### config.mk
export PLATFORM = sky130hd
export DESIGN_NAME = kth_smallest_select
export DESIGN_NICKNAME = d
export VERILOG_FILES = /design/src/rtl/kss_pkg.sv /design/src/rtl/kth_smallest_select.sv /design/src/rtl/kss_store.sv /design/src/rtl/kss_radix.sv
export SDC_FILE = /design/constraint.sdc
export NUM_CORES = 2
export LEC_CHECK = 0
export BUFFER_PORTS_ARGS = -buffer_cell sky130_fd_sc_hd__buf_2
export CORE_ASPECT_RATIO = 0.5
export CORE_MARGIN = 5
export CORE_UTILIZATION = 45
export CTS_CLUSTER_SIZE = 40
export DETAILED_ROUTE_END_ITERATION = 6
export HOLD_SLACK_MARGIN = 0.05
export PLACE_DENSITY = 0.69
export SLEW_MARGIN = 20
export SYNTH_ARGS = -nofsm -noshare
export SYNTH_HDL_FRONTEND = slang
export SYNTH_SLANG_ARGS = --single-unit
### constraint.sdc
create_clock -name clk -period 6 [get_ports clk]
set_input_delay 0.9 -clock clk [delete_from_list [all_inputs] [get_ports clk]]
set_output_delay 0.9 -clock clk [all_outputs]
set_load 0.05 [all_outputs]
### src/rtl/kss_pkg.sv
// Shared types and constants for the k-th smallest selection block.
package kss_pkg;

	localparam int unsigned WORD_W = 32;
	localparam int unsigned BIT_W  = 5;
	localparam int unsigned RANK_W = 7;

	localparam logic [WORD_W-1:0] SIGN_BIT = 32'h8000_0000;
	localparam logic [BIT_W-1:0]  TOP_BIT  = 5'd31;
	localparam logic [RANK_W-1:0] RANK_RST = 7'd1;

	localparam logic [1:0] ST_OK   = 2'd0;
	localparam logic [1:0] ST_RANK = 2'd1;
	localparam logic [1:0] ST_OVF  = 2'd2;

	typedef struct packed {
		logic init;
		logic acc;
		logic decide;
	} kss_ctl_t;

endpackage

### src/rtl/kth_smallest_select.sv
// Top level: load sequencer, status checks and result register.
//
// Values load one per cycle while busy is low; the beat with last_item closes
// the set. Errors (overflow, rank outside 1..count) are reported in the cycle
// after the closing beat and busy stays low. Otherwise the block runs a radix
// selection over the sign-flipped keys: 32 passes, each reading every loaded
// entry once through the store's single read port, followed by a pipeline
// tail state and a decision state; after the last pass done pulses for one
// cycle. The receiver cannot stall: take the result on done.
module kth_smallest_select import kss_pkg::*; #(
	parameter int MAX_COUNT = 64
) (
	input  logic              clk,
	input  logic              arst_n,
	input  logic              start,
	output logic              busy,
	input  logic signed [31:0] value,
	input  logic              last_item,
	output logic              done,
	output logic signed [31:0] selected_value,
	output logic [1:0]        status,
	input  logic              cfg_valid,
	output logic              cfg_ready,
	input  logic [6:0]        cfg_data
);

	localparam int AW = (MAX_COUNT > 1) ? $clog2(MAX_COUNT) : 1;
	localparam int CW = $clog2(MAX_COUNT + 1);
	localparam int RW = (CW > RANK_W) ? CW : RANK_W;

	typedef enum logic [4:0] {
		S_IDLE   = 5'b00001,
		S_SCAN   = 5'b00010,
		S_TAIL   = 5'b00100,
		S_DECIDE = 5'b01000,
		S_FINISH = 5'b10000
	} state_t;

	state_t            state_q;
	logic [CW-1:0]     cnt_q;
	logic              ovf_q;
	logic [RANK_W-1:0] rank_q;
	logic [AW-1:0]     addr_q;
	logic              rd_vld_s1;
	logic              done_q;
	logic [WORD_W-1:0] sel_q;
	logic [1:0]        stat_q;

	logic              accept;
	logic              full;
	logic              ovf_now;
	logic [CW-1:0]     cnt_new;
	logic              rank_bad;
	logic              scan_end;
	kss_ctl_t          ctl;
	logic [WORD_W-1:0] rdata;
	logic              last_bit;
	logic [WORD_W-1:0] res_value;

	assign busy      = (state_q != S_IDLE);
	assign accept    = start && !busy;
	assign cfg_ready = 1'b1;

	always_comb begin
		full     = (cnt_q == CW'(MAX_COUNT));
		ovf_now  = ovf_q || full;
		cnt_new  = full ? cnt_q : cnt_q + 1'b1;
		rank_bad = (rank_q == '0) || (RW'(rank_q) > RW'(cnt_new));
		scan_end = ((CW'(addr_q) + 1'b1) == cnt_q);
		ctl.init   = accept && last_item && !ovf_now && !rank_bad;
		ctl.acc    = rd_vld_s1;
		ctl.decide = (state_q == S_DECIDE);
	end

	kss_store #(
		.DEPTH(MAX_COUNT),
		.AW   (AW)
	) u_store (
		.clk  (clk),
		.we   (accept && !full),
		.waddr(cnt_q[AW-1:0]),
		.wdata(value),
		.raddr(addr_q),
		.rdata(rdata)
	);

	kss_radix #(
		.CW(CW)
	) u_radix (
		.clk     (clk),
		.arst_n  (arst_n),
		.ctl     (ctl),
		.k_init  (CW'(rank_q)),
		.data    (rdata),
		.last_bit(last_bit),
		.result  (res_value)
	);

	always_ff @(posedge clk or negedge arst_n) begin
		if (!arst_n) begin
			rank_q <= RANK_RST;
		end else if (cfg_valid && cfg_ready) begin
			rank_q <= cfg_data;
		end
	end

	always_ff @(posedge clk or negedge arst_n) begin
		if (!arst_n) begin
			state_q   <= S_IDLE;
			cnt_q     <= '0;
			ovf_q     <= 1'b0;
			addr_q    <= '0;
			rd_vld_s1 <= 1'b0;
			done_q    <= 1'b0;
			sel_q     <= '0;
			stat_q    <= ST_OK;
		end else begin
			done_q    <= 1'b0;
			rd_vld_s1 <= (state_q == S_SCAN);
			unique case (state_q)
				S_IDLE: begin
					if (accept) begin
						cnt_q <= cnt_new;
						ovf_q <= ovf_now;
						if (last_item) begin
							if (ovf_now || rank_bad) begin
								done_q <= 1'b1;
								sel_q  <= '0;
								stat_q <= ovf_now ? ST_OVF : ST_RANK;
								cnt_q  <= '0;
								ovf_q  <= 1'b0;
							end else begin
								addr_q  <= '0;
								state_q <= S_SCAN;
							end
						end
					end
				end
				S_SCAN: begin
					addr_q <= addr_q + 1'b1;
					if (scan_end) begin
						state_q <= S_TAIL;
					end
				end
				S_TAIL: begin
					state_q <= S_DECIDE;
				end
				S_DECIDE: begin
					addr_q  <= '0;
					state_q <= last_bit ? S_FINISH : S_SCAN;
				end
				S_FINISH: begin
					done_q  <= 1'b1;
					sel_q   <= res_value;
					stat_q  <= ST_OK;
					cnt_q   <= '0;
					ovf_q   <= 1'b0;
					state_q <= S_IDLE;
				end
				default: begin
					state_q <= S_IDLE;
				end
			endcase
		end
	end

	assign done           = done_q;
	assign selected_value = sel_q;
	assign status         = stat_q;

	a_err_zero: assert property (@(posedge clk) disable iff (!arst_n)
		(done && status != ST_OK) |-> (selected_value == '0))
		else $error("error result carries a nonzero value");

	a_cnt_bound: assert property (@(posedge clk) disable iff (!arst_n)
		cnt_q <= CW'(MAX_COUNT))
		else $error("load count beyond store depth");

	a_close: assert property (@(posedge clk) disable iff (!arst_n)
		(accept && last_item) |=> (done || busy))
		else $error("closing beat neither reported nor selecting");

	a_idle_rd: assert property (@(posedge clk) disable iff (!arst_n)
		(state_q == S_DECIDE) |-> !rd_vld_s1)
		else $error("read beat still in flight at decision");

endmodule

### src/rtl/kss_store.sv
// Element store: one write port, one registered read port.
module kss_store import kss_pkg::*; #(
	parameter int DEPTH = 64,
	parameter int AW    = 6
) (
	input  logic              clk,
	input  logic              we,
	input  logic [AW-1:0]     waddr,
	input  logic [WORD_W-1:0] wdata,
	input  logic [AW-1:0]     raddr,
	output logic [WORD_W-1:0] rdata
);

	logic [WORD_W-1:0] mem [DEPTH];
	logic [WORD_W-1:0] rd_s1;

	always_ff @(posedge clk) begin
		if (we) begin
			mem[waddr] <= wdata;
		end
		rd_s1 <= mem[raddr];
	end

	assign rdata = rd_s1;

endmodule

### src/rtl/kss_radix.sv
// Shared prefix-compare and count unit for bitwise radix selection.
module kss_radix import kss_pkg::*; #(
	parameter int CW = 7
) (
	input  logic              clk,
	input  logic              arst_n,
	input  kss_ctl_t          ctl,
	input  logic [CW-1:0]     k_init,
	input  logic [WORD_W-1:0] data,
	output logic              last_bit,
	output logic [WORD_W-1:0] result
);

	logic [BIT_W-1:0]  b_q;
	logic [WORD_W-1:0] prefix_q;
	logic [CW-1:0]     k_q;
	logic [CW-1:0]     cnt_q;
	logic [WORD_W-1:0] key;
	logic [WORD_W-1:0] hi_mask;
	logic              match;
	logic              gt;

	always_comb begin
		key     = data ^ SIGN_BIT;
		hi_mask = ({WORD_W{1'b1}} << b_q) << 1;
		match   = (((key ^ prefix_q) & hi_mask) == '0) && !key[b_q];
		gt      = k_q > cnt_q;
	end

	always_ff @(posedge clk or negedge arst_n) begin
		if (!arst_n) begin
			b_q      <= TOP_BIT;
			prefix_q <= '0;
			k_q      <= '0;
			cnt_q    <= '0;
		end else if (ctl.init) begin
			b_q      <= TOP_BIT;
			prefix_q <= '0;
			k_q      <= k_init;
			cnt_q    <= '0;
		end else if (ctl.decide) begin
			prefix_q[b_q] <= gt;
			if (gt) begin
				k_q <= k_q - cnt_q;
			end
			cnt_q <= '0;
			b_q   <= b_q - 1'b1;
		end else if (ctl.acc && match) begin
			cnt_q <= cnt_q + 1'b1;
		end
	end

	assign last_bit = (b_q == '0);
	assign result   = prefix_q ^ SIGN_BIT;

endmodule
==> flow_summary.json <==
{
  "coreArea_mm2": 0.1869,
  "critPathKind": "register to register",
  "dieArea_mm2": 0.1977,
  "cts_tree": "yes",
  "die_h_um": 316.9,
  "first_pass_iters": 7,
  "cts.sinks": 2193,
  "post_drt_wl_per_cell_um": 32.26,
  "final_common_cell": "edfxtp_1",
  "placed_cell_area_mm2": 0.08898,
  "synth.distinct_cells": 60,
  "drtAntennaViolNets": 0,
  "viasPerCell": 6.198,
  "final_cell_mix": "2048 x edfxtp_1, 680 x mux4_2, 194 x clkbuf_16",
  "grtUsageTotal_pct": 21.46,
  "synth-adder-area-share_pct": 0.3631,
  "cts_setup_buffers": 0,
  "vias": 40740,
  "io_pins": 81,
  "grt_overflow": 0,
  "slew_headroom_pct": 22.12,
  "cts_root_buf": "clkbuf_16",
  "cp.arrival_ps": 5140,
  "rows": 112,
  "synth_area_mm2": 0.08476,
  "fin_nets": 3963,
  "synthSimpleGateAreaFrac_pct": 1.876,
  "nFillCells": 14270,
  "synth_compound_area_share_pct": 0.9713,
  "avgSynthCellArea_um2": 22.82,
  "crit_path_start_kind": "register",
  "ys_seq_area_share_pct": 76.66,
  "antenna_found_initial": 27,
  "synth_area_leaders": "edfxtp_1 73%, mux4_2 18%, dfrtp_1 3.1%",
  "fin_area_mm2": 0.09527,
  "yosysWarnings": 0,
  "cp_max_fo": 23,
  "finalCriticalPeriod_ps": 4602,
  "cp.required_ps": 6540,
  "synthArstFlopShare_pct": 5.153,
  "ir_drop_mv": 0.3044,
  "fmax_mhz": 217.3,
  "maxCapViolations": 0,
  "p_leak_nw": 29.57,
  "synth_top_cell_area_share_pct": 72.55,
  "maxSlewViolCount": 0,
  "synth_edf_count": 2048,
  "dp_hpwl_um": 129700,
  "synth_xor_area_share_pct": 0.5270,
  "synthMuxAreaShare_pct": 18.56,
  "rsz0062_at_grt": "no",
  "setup_viol": 0,
  "synthCells": 3715,
  "period_share_pct": 76.71,
  "grt_first_pass_wirelength_um": 302400,
  "clk-insertion-delay-late_ps": 840,
  "syn_to_final_growth_pct": 12.39,
  "drc": 0,
  "status": "finished clean",
  "start_util_pct": 45.34,
  "worstMarginPinSlew_ps": 1165,
  "first_global_vias": 39540,
  "htreeDepth": 4,
  "drive_above_1_share_pct": 30.42,
  "yosys_most_used_dff": "edfxtp_1",
  "cp-end-kind": "register",
  "cts.repair.resized": 0,
  "grt_max_degree": 115,
  "clock-skew-final_ps": 26.10,
  "numCtsBuffers": 192,
  "clk_pin_slew_ps": 60,
  "synth_top_family_by_area": "multiplexers",
  "drt_iter0_drc": 6749,
  "place.gp.congestion": 0.8631,
  "finalHoldViolations": 0,
  "ys_ff_latch": 2193,
  "hold_path_class": "primary input to async pin",
  "tns_ps": 0,
  "cts.hold.buffers_added": 0,
  "synth_largest_area_cell": "edfxtp_1",
  "syn_nets": 3783,
  "routed_wl_um": 212100,
  "power_density_mw_per_mm2": 303.7,
  "fp.dieW_um": 623.8,
  "cts_max_path_buffers": 3,
  "io_buffers": 79
}
registers in the layout, indices dropped and copies added, names as in the netlist:
signal            cells
u_store.mem        2048
selected_value       32
u_radix.b_q           5
done                  1
state_q               5
status                2
addr_q                6
rank_q                7
rd_vld_s1             1
cnt_q                 7
u_store.rdata        32
u_radix.prefix_q     32
u_radix.k_q           7
u_radix.cnt_q         7
ovf_q                 1
power breakdown:
part           switching (mW)  internal [mW]  total [mW]
logic                   0.313         0.0327       0.345
clock network            5.44           6.43        11.9
registers             0.00827           16.7        16.7
logic make-up (layout without fill, tap and decap cells):
kind of cell	Yosys count	count (layout)
AO/OA/AOI/OAI	137	137
multiplexers	721	721
XOR/XNOR	51	51
flip-flops	2193	2193
other	1	9
AND/OR/NAND/NOR	361	361
adder cells (fa/ha/maj)	24	24
buffers and inverters	227	569
synthesized netlist by cell type (5+ instances only):
cell	instances
a21oi_1	28
nand2_1	131
mux2i_1	35
dfxtp_1	32
buf_2	7
and3_1	8
o21a_1	6
mux2_2	6
clkbuf_1	145
a211oi_1	7
edfxtp_1	2048
buf_1	43
dfstp_2	7
nor2b_1	9
nor3_1	16
nor2_1	132
xnor2_1	14
inv_1	26
nand4_1	8
mux4_2	680
or3_1	6
nand3_1	22
ha_1	23
a31oi_1	6
o21ai_0	59
o31ai_1	9
nand3b_1	5
xor2_1	37
dfrtp_1	106
metrics by stage:
step	std cells	setup slack [ps]	utilization (%)	hold WS, ps	power [mW]
detailed placement	6198	1441	47.60	480.7	17.40
CTS	6554	1446	50.80	100.1	29.08
floorplan	3715	2531	-	449.2	17.06
global route	6565	1198	50.95	154.9	29.81
global placement	6195	1592	47.56	465.0	17.37
finish	6573	1398	50.96	121.0	28.93
layer usage:
layer | GRT usage, % | vias to the layer above | part of all wire [%]
met5 | 0 | - | 0.024
met4 | 4.628 | 8 | 1.9
met3 | 4.353 | 250 | 10
met2 | 32.96 | 2407 | 47
met1 | 32.30 | 22050 | 41
li1 | - | 16020 | -
layout make-up:
type	count	area, µm²	area share (%)
Multi-Input combinational cell	1295	19410	20.38
Clock buffer	245	5106	5.360
Timing Repair Buffer	185	1612	1.692
Clock inverter	111	880.8	0.9246
Tap cell	2508	3138	3.294
Antenna cell	8	20.02	0.02101
Inverter	28	105.1	0.1103
Sequential cell	2193	64990	68.22
critical path, stage by stage, from the launching register on:
cell,delay (ps)
dfrtp_1,550
or3_1,730
nor3_1,320
nor3_1,530
nand2_1,800
nor2_4,1060
buf_4,290
worst paths after layout:
check | end | cells after the start | start | slack (ps)
worst max-delay path | u_store.mem[3][15]$_DFFE_PP_ | 6 | cnt_q[3]$_DFFE_PN0P_ | 1400
worst min-delay path | done$_DFF_PN0_ | 1 | arst_n | 120
worst max register to register | u_store.mem[3][15]$_DFFE_PP_ | 6 | cnt_q[3]$_DFFE_PN0P_ | 1400
worst min register to register | selected_value[0]$_DFFE_PN0P_ | 2 | u_radix.prefix_q[0]$_DFFE_PN0P_ | 490
max in group asynchronous | addr_q[0]$_DFFE_PN0P_ | 2 | arst_n | 4570
min in group clk | rank_q[5]$_DFFE_PN0P_ | 2 | cfg_data[5] | 310
No activity file was read; power rests on OpenSTA's default activity.
